`src/glh_pkg.sv`:
```
// Package for the gray-level histogram block.
// Holds the shared widths, opcodes and the memory write request type.
// No dependencies.
`default_nettype none

package glh_pkg;

    localparam int COUNT_WIDTH = 24;
    localparam int BIN_BITS    = 8;
    localparam int NUM_BINS    = 256;

    localparam logic OP_COUNT = 1'b0;
    localparam logic OP_READ  = 1'b1;

    typedef logic [COUNT_WIDTH-1:0] count_t;
    typedef logic [BIN_BITS-1:0]    bin_t;

    typedef struct packed {
        logic   en;
        bin_t   addr;
        count_t data;
    } wr_req_t;

endpackage

`default_nettype wire

```
`src/glh_update.sv`:
```
// Read-modify-write stage: takes the bin read back from memory, forwards the
// last write for the same bin, increments or clears, and registers results.
// Depends on glh_pkg.
`default_nettype none

module glh_update
    import glh_pkg::*;
(
    input  wire logic  clk,
    input  wire logic  rst_n,
    input  wire logic  accept,
    input  wire logic  opcode,
    input  wire bin_t  addr,
    input  wire count_t rd_data,
    output wr_req_t    wr_req,
    output logic       done,
    output count_t     bin_count
);

    logic    s1_valid_reg;
    logic    s1_op_reg;
    bin_t    s1_addr_reg;
    logic    wb_valid_reg;
    bin_t    wb_addr_reg;
    count_t  wb_data_reg;
    logic    done_reg;
    count_t  bin_count_reg;
    count_t  old_count;
    count_t  new_count;

    always_comb
    begin
        if (wb_valid_reg && (wb_addr_reg == s1_addr_reg))
        begin
            old_count = wb_data_reg;
        end
        else
        begin
            old_count = rd_data;
        end

        if (s1_op_reg == OP_READ)
        begin
            new_count = '0;
        end
        else if (old_count == '1)
        begin
            new_count = old_count;
        end
        else
        begin
            new_count = old_count + count_t'(1);
        end
    end

    assign wr_req.en   = s1_valid_reg;
    assign wr_req.addr = s1_addr_reg;
    assign wr_req.data = new_count;

    always_ff @(posedge clk or negedge rst_n)
    begin
        if (!rst_n)
        begin
            s1_valid_reg <= 1'b0;
            wb_valid_reg <= 1'b0;
            done_reg     <= 1'b0;
        end
        else
        begin
            s1_valid_reg <= accept;
            wb_valid_reg <= s1_valid_reg;
            done_reg     <= s1_valid_reg && (s1_op_reg == OP_READ);
        end
    end

    always_ff @(posedge clk)
    begin
        if (accept)
        begin
            s1_op_reg   <= opcode;
            s1_addr_reg <= addr;
        end
        wb_addr_reg   <= s1_addr_reg;
        wb_data_reg   <= new_count;
        bin_count_reg <= old_count;
    end

    assign done      = done_reg;
    assign bin_count = bin_count_reg;

endmodule

`default_nettype wire

```
`config.mk`:
```
export PLATFORM = sky130hd
export DESIGN_NAME = glh_update
export DESIGN_NICKNAME = d
export VERILOG_FILES = /design/src/glh_pkg.sv /design/src/glh_update.sv
export SDC_FILE = /design/constraint.sdc
export NUM_CORES = 1
export LEC_CHECK = 0
export BUFFER_PORTS_ARGS = -buffer_cell sky130_fd_sc_hd__buf_4
export CAP_MARGIN = 25
export CORE_ASPECT_RATIO = 0.9
export CORE_MARGIN = 2
export CORE_UTILIZATION = 44
export CTS_BUF_LIST = sky130_fd_sc_hd__clkbuf_16
export DETAILED_ROUTE_END_ITERATION = 10
export GPL_TIMING_DRIVEN = 0
export PLACE_DENSITY = 0.7
export SLEW_MARGIN = 20
export SYNTH_ARGS = -nofsm -noshare
export SYNTH_HDL_FRONTEND = slang
export SYNTH_SLANG_ARGS = --single-unit
```
`constraint.sdc`:
```
create_clock -name clk -period 6.3 [get_ports clk]
set_clock_uncertainty 0.05 [all_clocks]
set_input_delay 0.315 -clock clk [delete_from_list [all_inputs] [get_ports clk]]
set_output_delay 0.315 -clock clk [all_outputs]
set_load 0.02 [all_outputs]
```
==> results of run 1 <==
## how the worst min path moves through the flow
stage	from	end	slack [ps]
2_1_floorplan	rst_n	done	-30
3_3_place_gp	rst_n	done	50
3_5_place_dp	rst_n	done	60
4_1_cts	addr[5]	s1_addr_reg[5]	100
5_1_grt	addr[5]	s1_addr_reg[5]	90
6_report	opcode	s1_op_reg	110
## repair_timing
item	in CTS	in global routing
hold buffers	1	0
endpoints found under the setup margin	0	0
hold endpoints to repair	3	0
buffers inserted	0	0
## final cells by class
cell class	instances	area, um^2	share of cell area [%]
multi-input cells	217	1550	36.0
flip-flops and latches	68	1470	34.0
repair buffers	94	708	16.4
clock buffers	9	225	5.22
clock inverters	7	124	2.87
well taps	93	116	2.70
plain buffers	13	97.6	2.26
inverters	6	22.5	0.522
## worst max-delay path: cells and delay by family, from the launching register on
family / cells / cell delay, ps
XOR/XNOR: 1 / 180
buffers and inverters: 4 / 990
AO/OA/AOI/OAI: 1 / 100
adder cells (fa/ha/maj): 1 / 270
AND/OR/NAND/NOR: 6 / 1430
multiplexers: 2 / 910
flip-flops: 1 / 430
## power by group
part           leakage [nW]  internal (mW)  total, mW  switching (mW)
Sequential            0.594          0.470      0.489          0.0187
Clock                 0.166          0.389      0.581           0.192
Combinational          1.03         0.0685      0.150          0.0814
Total                  1.79          0.927       1.22           0.292
## through the flow
step / util, % / total power, mW
floorplan: - / 0.571
global placement: 56.7 / 0.644
detailed placement: 56.7 / 0.647
CTS: 61.9 / 1.23
global route: 61.9 / 1.26
finish: 61.9 / 1.22
## logic make-up after synthesis
logic type / synth area share (%)
buffers and inverters: 3.83
AO/OA/AOI/OAI: 5.58
multiplexers: 16.9
adder cells (fa/ha/maj): 0.399
AND/OR/NAND/NOR: 23.5
flip-flops: 46.7
XOR/XNOR: 3.07
## cell usage after synthesis (2+ instances only)
cell type / count / area, um^2
edfxtp_1: 9 / 270
a21oi_1: 12 / 60.1
mux2i_1: 19 / 190
nor2_1: 14 / 52.6
o31ai_1: 2 / 15.0
dfxtp_1: 56 / 1120
and4_1: 6 / 52.6
and2_1: 3 / 18.8
a31oi_1: 3 / 18.8
and3_1: 21 / 131
a21o_1: 4 / 30.0
dfrtp_1: 3 / 75.1
nand4_1: 14 / 87.6
mux2_2: 26 / 293
buf_2: 2 / 10.0
clkbuf_1: 5 / 18.8
inv_1: 6 / 22.5
buf_4: 2 / 15.0
nand2_1: 21 / 78.8
nor3_1: 19 / 95.1
o21ai_0: 2 / 10.0
o21a_1: 2 / 15.0
nand3_1: 22 / 110
xnor2_1: 11 / 96.3
buf_6: 3 / 33.8
## layer usage
layer	GRT usage, %	vias up
li1	-	1330
met1	29.8	1338
met2	34.9	93
met3	6.32	10
met4	7.09	0
met5	0	-
==> summary.md, run 1 <==
| Metric | Value |
|---|---|
| Hpwl dp | `6140 um` |
| Setup_tns | `0 ps` |
| Worst-Skew Late Latency | `330 ps` |
| Initial DRC Count | `140` |
| Die Wd | `93 um` |
| Synthesized Nets | `341` |
| Hold Crit Class | `in2reg` |
| Mapped Cells | `304` |
| Critical Path End | `wr_req[11]` |
| Final WL | `8300 um` |
| Post-synth ARST share | `4.41%` |
| DRC | `0` |
| CTS clock-pin slew for the worst setup and hold paths | `60 ps` |
| Resize count post-CTS | `0` |
| Layout Nets | `446` |
| EDFF count, synth | `9` |
| Layout cells sized above 1 | `36.0%` |
| Gp weighted congestion | `0.879` |
| Cells along the critical path | `xnor2_1 > nand4_1 > nor3_4 > buf_6 > buf_6 > mux2_2 > ha_1 > nand4_1 > nor3_1 > nor2b_1 > mux2i_1 > buf_2 > a21oi_1 > nor3_1 > buf_4` |
| Yosys reg bits | `68` |
| Area delta synth->final | `37.4%` |
| First-pass GRT wire length | `13300 um` |
| CP max-delay cell | `mux2i_1` |
| Flop2flop setup slack | `2030 ps` |
| Crit share post-route | `79.5%` |
| Max IR drop VDD | `0.000196 V` |
| Highest routing layer actually used | `met4` |
| DP Area | `3950 um^2` |
| Hold depth | `1` |
| Dpl ws | `1650 ps` |
| Pleak | `1.79 nW` |
| Initial Utilization | `45.0%` |
| Total die area | `7820 um^2` |
| Synth cell types | `42` |
| Critical Path AT | `4650 ps` |
| H-tree depth | `3` |
| Total of max-cap violations | `0` |
| Actual slew at the worst max-slew pin | `681 ps` |
| Critical Path Start Type | `register` |
| Hold Slack | `109 ps` |
| Slew Limit Fails | `0` |
| Min cycle time layout | `5010 ps` |
| Chip Height | `84.1 um` |
| Antenna-violating nets left | `0` |
| IO buf count | `93` |
| CTS tree | `yes` |
| CTS buffer count | `9` |
| Final hold viol count | `0` |
| Dpl cells | `490` |
| R2R Path Start | `s1_addr_reg[6]` |
| Clock Path Buffers | `2` |
| CP peak stage delay | `520 ps` |
| Largest net degree at the start of global routing | `14` |
| Seq/Total Area, Yosys | `46.7%` |
| Core area | `6970 um^2` |
| Met3 wire length | `528 um` |
| Met2 routed WL | `3980 um` |
| Number of iterations in the first detailed-routing pass | `4` |
| Root Driver | `clkbuf_16` |
| Unrepaired setup endpoints after global routing | `false` |
| Cells on worst reg2reg path | `14` |
| Req. time, crit path | `5930 ps` |
| Wire per inst | `16.4 um` |
| Post-Syn Area per Cell | `10.3 um^2` |
| Power Density | `283 nW/um^2` |
| Setup ws final | `1290 ps` |
| Post-synth top flop | `dfxtp_1` |
| Vias in the first global route | `2633` |
| Outcome | `complete, no violations` |
| Final Non-Filler Cells | `507` |
| Worst setup startpoint | `s1_addr_reg[6]` |
| Final instance area | `4310 um^2` |
| Kind of critical path | `reg2out` |
| Most frequent cells in the layout | `buf_4 (95), dfxtp_1 (56), mux2_2 (26), nand3_1 (22)` |
| CTS sink cnt | `68` |
| Initial antenna violation count | `0` |
| Total GRT Usage | `22.2%` |
| Final setup violation count | `0` |
| Rel. slew slack | `53.3%` |
| Synth Warn # | `0` |
| Syn Std Cell Area | `3140 um^2` |
| Worst R2R End | `wb_data_reg[11]` |
| Row cnt | `29` |
| Via-per-instance ratio | `5.47` |
| Commonest non-fill, non-tap cell in the layout | `buf_4` |
| CP Capture Type | `output pin` |
| Ports | `94` |
| Max Freq | `0.200 GHz` |
| Fillers | `612` |
| M1 WL | `3700 um` |
| Number of vias after detailed routing | `2771` |
| Total gr overflow | `0` |
| Ant diodes | `0` |
| Max FO, Critical Path | `10` |
(Power assumes the default switching activity.)
==> run 2: changes to the inputs <==
--- a/config.mk
+++ b/config.mk
@@ -5,6 +5,7 @@
 export SDC_FILE = /design/constraint.sdc
 export NUM_CORES = 1
 export LEC_CHECK = 0
+export ABC_AREA = 1
 export BUFFER_PORTS_ARGS = -buffer_cell sky130_fd_sc_hd__buf_4
 export CAP_MARGIN = 25
 export CORE_ASPECT_RATIO = 0.9
@@ -13,7 +14,7 @@
 export CTS_BUF_LIST = sky130_fd_sc_hd__clkbuf_16
 export DETAILED_ROUTE_END_ITERATION = 10
 export GPL_TIMING_DRIVEN = 0
-export PLACE_DENSITY = 0.7
+export PLACE_DENSITY = 0.68
 export SLEW_MARGIN = 20
 export SYNTH_ARGS = -nofsm -noshare
 export SYNTH_HDL_FRONTEND = slang
==> constraint.sdc (replaced) <==
create_clock -name clk -period 5.3 [get_ports clk]
set_clock_uncertainty 0.05 [all_clocks]
set_input_delay 0.265 -clock clk [delete_from_list [all_inputs] [get_ports clk]]
set_output_delay 0.265 -clock clk [all_outputs]
set_load 0.02 [all_outputs]
==> summary.md, run 2 <==
| Metric | Value |
|---|---|
| IO buf count | `93 (unchanged)` |
| Mapped Cells | `475 (was 304)` |
| Power Density | `327 nW/um^2 (was 283 nW/um^2)` |
| Hold Crit Class | `in2reg (unchanged)` |
| Top cells by count, synth | `nand2_1 (121), inv_1 (74), dfxtp_1 (56) (was dfxtp_1 (56), mux2_2 (26), nand3_1 (22))` |
| Total die area | `8900 um^2 (was 7820 um^2)` |
| Unrepaired setup endpoints after global routing | `false (unchanged)` |
| CTS buffer count | `9 (unchanged)` |
| Area delta synth->final | `33.5% (was 37.4%)` |
| CTS sink cnt | `68 (unchanged)` |
| Min cycle time layout | `3650 ps` |
| Antenna-violating nets left | `0 (unchanged)` |
| Setup_tns | `0 ps (unchanged)` |
| Via-per-instance ratio | `4.69 (was 5.47)` |
| CTS Hold Bufs | `1 (unchanged)` |
| Synth cell types | `32 (was 42)` |
| Rel. slew slack | `53.5% (was 53.3%)` |
| Synth area leader | `dfxtp_1 (unchanged)` |
| Layout Nets | `617 (was 446)` |
| Global routing usage on met3 | `6.04% (was 6.32%)` |
| Commonest non-fill, non-tap cell in the layout | `nand2_1 (was buf_4)` |
| Fillers | `735 (was 612)` |
| Total GRT Usage | `22.4% (was 22.2%)` |
| Clock Path Buffers | `2 (unchanged)` |
| Total gr overflow | `0 (unchanged)` |
| Pwr Total | `1.57 mW (was 1.22 mW)` |
| CTS tree | `yes (unchanged)` |
| Seq/Total Area, Yosys | `40.9% (was 46.7%)` |
| Number of iterations in the first detailed-routing pass | `5 (was 4)` |
| Chip Height | `89.7 um (was 84.1 um)` |
| Max Freq | `0.274 GHz` |
| Pleak | `2.43 nW (was 1.79 nW)` |
| Syn Std Cell Area | `3590 um^2 (was 3140 um^2)` |
| Yosys reg bits | `68 (unchanged)` |
| Resize count post-CTS | `0 (unchanged)` |
| Initial DRC Count | `173 (was 140)` |
| Initial Utilization | `44.9% (was 45.0%)` |
| Ports | `94 (unchanged)` |
| Slew Limit Fails | `0 (unchanged)` |
| Core area | `7990 um^2 (was 6970 um^2)` |
| Post-Syn Area per Cell | `7.56 um^2 (was 10.3 um^2)` |
| Wire per inst | `14.2 um (was 16.4 um)` |
| Top cells by area, synth | `dfxtp_1 (31%), nand2_1 (13%), inv_1 (7.7%) (was dfxtp_1 (36%), mux2_2 (9.3%), edfxtp_1 (8.6%))` |
| Initial antenna violation count | `0 (unchanged)` |
| Final WL | `9700 um (was 8300 um)` |
| Synthesized Nets | `512 (was 341)` |
| Req. time, crit path | `4990 ps (was 5930 ps)` |
| Vias in the first global route | `3073 (was 2633)` |
| Max IR drop VDD | `0.000205 V (was 0.000196 V)` |
| DRC | `0 (unchanged)` |
| Top-count cell post-synth | `nand2_1 (was dfxtp_1)` |
| CTS clock-pin slew for the worst setup and hold paths | `60 ps (about the same)` |
| Row cnt | `31 (was 29)` |
| Total of max-cap violations | `0 (unchanged)` |
| Synth Warn # | `0 (unchanged)` |
| Post-synth top area share | `31.2% (was 35.7%)` |
| Final hold viol count | `0 (unchanged)` |
| Max FO, Critical Path | `10 (unchanged)` |
| CP Capture Type | `output pin (unchanged)` |
| Largest net degree at the start of global routing | `14 (unchanged)` |
| Crit share post-route | `68.8%` |
| Met2 GRT Util | `37.7% (was 34.9%)` |
| H-tree depth | `3 (unchanged)` |
| Critical Path AT | `3330 ps (was 4650 ps)` |
| Actual slew at the worst max-slew pin | `698 ps (was 681 ps)` |
| Post-synth top flop | `dfxtp_1 (unchanged)` |
| Kind of critical path | `reg2out (unchanged)` |
| Final setup violation count | `0 (unchanged)` |
| Critical Path Start Type | `register (unchanged)` |
| Ant diodes | `0 (unchanged)` |
| Most frequent cells in the layout | `nand2_1 (121), buf_4 (95), inv_1 (74), dfxtp_1 (56), nand3_1 (43) (was buf_4 (95), dfxtp_1 (56), mux2_2 (26), nand3_1 (22))` |
| First-pass GRT wire length | `15400 um (was 13300 um)` |
| Post-synth ARST share | `4.41% (unchanged)` |
| EDFF count, synth | `9 (unchanged)` |
| Most congested layer reported by global routing | `met2 (unchanged)` |
| Worst-Skew Late Latency | `330 ps (about the same)` |
| Root Driver | `clkbuf_16 (unchanged)` |
| Outcome | `complete, no violations (unchanged)` |
| Layout cells sized above 1 | `33.7% (was 36.0%)` |
| Number of vias after detailed routing | `3205 (was 2771)` |
| Gp weighted congestion | `0.912 (was 0.879)` |
| Post-CTS Setup Repair Bufs | `0 (unchanged)` |
| Grt met1 use | `29.3% (was 29.8%)` |
| Die Wd | `99.2 um (was 93 um)` |
| Hpwl dp | `7490 um (was 6140 um)` |
[run 2: cell types whose count changed in the layout (fill, tap and decap cells not counted), sizes merged, moves of 11 or more]
cell	before	now
and3	21	0
inv	7	85
mux2	27	0
mux2i	21	0
nand2	21	146
nand3	22	52
nand4	16	2
nor2	14	64
nor3	20	3
xnor2	11	0
[run 2: report_power, final]
part / leakage (nW) / switching [mW] / total (mW) / internal (mW)
sequential: 0.594 / 0.0152 / 0.575 / 0.559
combinational: 1.65 / 0.156 / 0.249 / 0.0934
clock: 0.181 / 0.235 / 0.746 / 0.511
[run 2: per-layer routing]
metal	vias up	share of wire (%)
met1	1442	45
met3	4	7.6
met4	0	0.42
met2	97	47
li1	1662	-
met5	-	0
[run 2: logic make-up (layout without fill, tap and decap cells)]
group | after synthesis | after routing | share of synthesized area [%]
AND/OR/NAND/NOR | 275 | 275 | 40.1
buffers and inverters | 97 | 207 | 11.9
flip-flops | 68 | 68 | 40.9
XOR/XNOR | 8 | 8 | 1.95
adder cells (fa/ha/maj) | 1 | 1 | 0.348
AO/OA/AOI/OAI | 26 | 26 | 4.84
[run 2: stage by stage]
step,instance area [um^2],setup WS (ps),hold WS (ps),util (%),cells
after floorplan,3590,2460,-80.6,-,475
after global placement,4410,1980,5.08,55.2,667
after detailed placement,4410,2010,6.61,55.2,667
after CTS,4790,1610,50.3,60.0,684
after global routing,4790,1420,50.2,60.0,684
final,4790,1650,58.3,60.0,684
[run 2: path summary, 6_finish.rpt]
kind | startpoint | end | slack, ps | cells after the start
max in group asynchronous | rst_n | wb_valid_reg | 4890 | 2
min in group asynchronous | rst_n | done | 210 | 2
min reg2reg | s1_valid_reg | wb_valid_reg | 360 | 0
max | s1_addr_reg[2] | wr_req[5] | 1650 | 14
min | addr[4] | s1_addr_reg[4] | 60 | 1
max reg2reg | s1_addr_reg[2] | wb_data_reg[5] | 2330 | 13
[run 2: final cells by class]
cell class                 count  area [um^2]  area share (%)
clock buffer                   9          225            4.70
tap                           99          124            2.58
buffer                        13          108            2.24
timing repair buffer          94          708            14.8
clock inverter                 7          146            3.05
inverter                      84          319            6.66
sequential                    68         1470            30.6
multi-input combinational    310         1700            35.4
[run 2: critical path, cell delays in order (launching register included)]
cell and delay [ps]:
edfxtp_1 420, xor2_1 190, nor2_2 210, buf_2 320, nand3_1 130, nand2_2 180
ha_1 340, nand2_4 90, nor2_4 190, nand2_4 130, nor2_4 160, nand2_4 110
buf_6 180, a21oi_2 180, buf_4 170
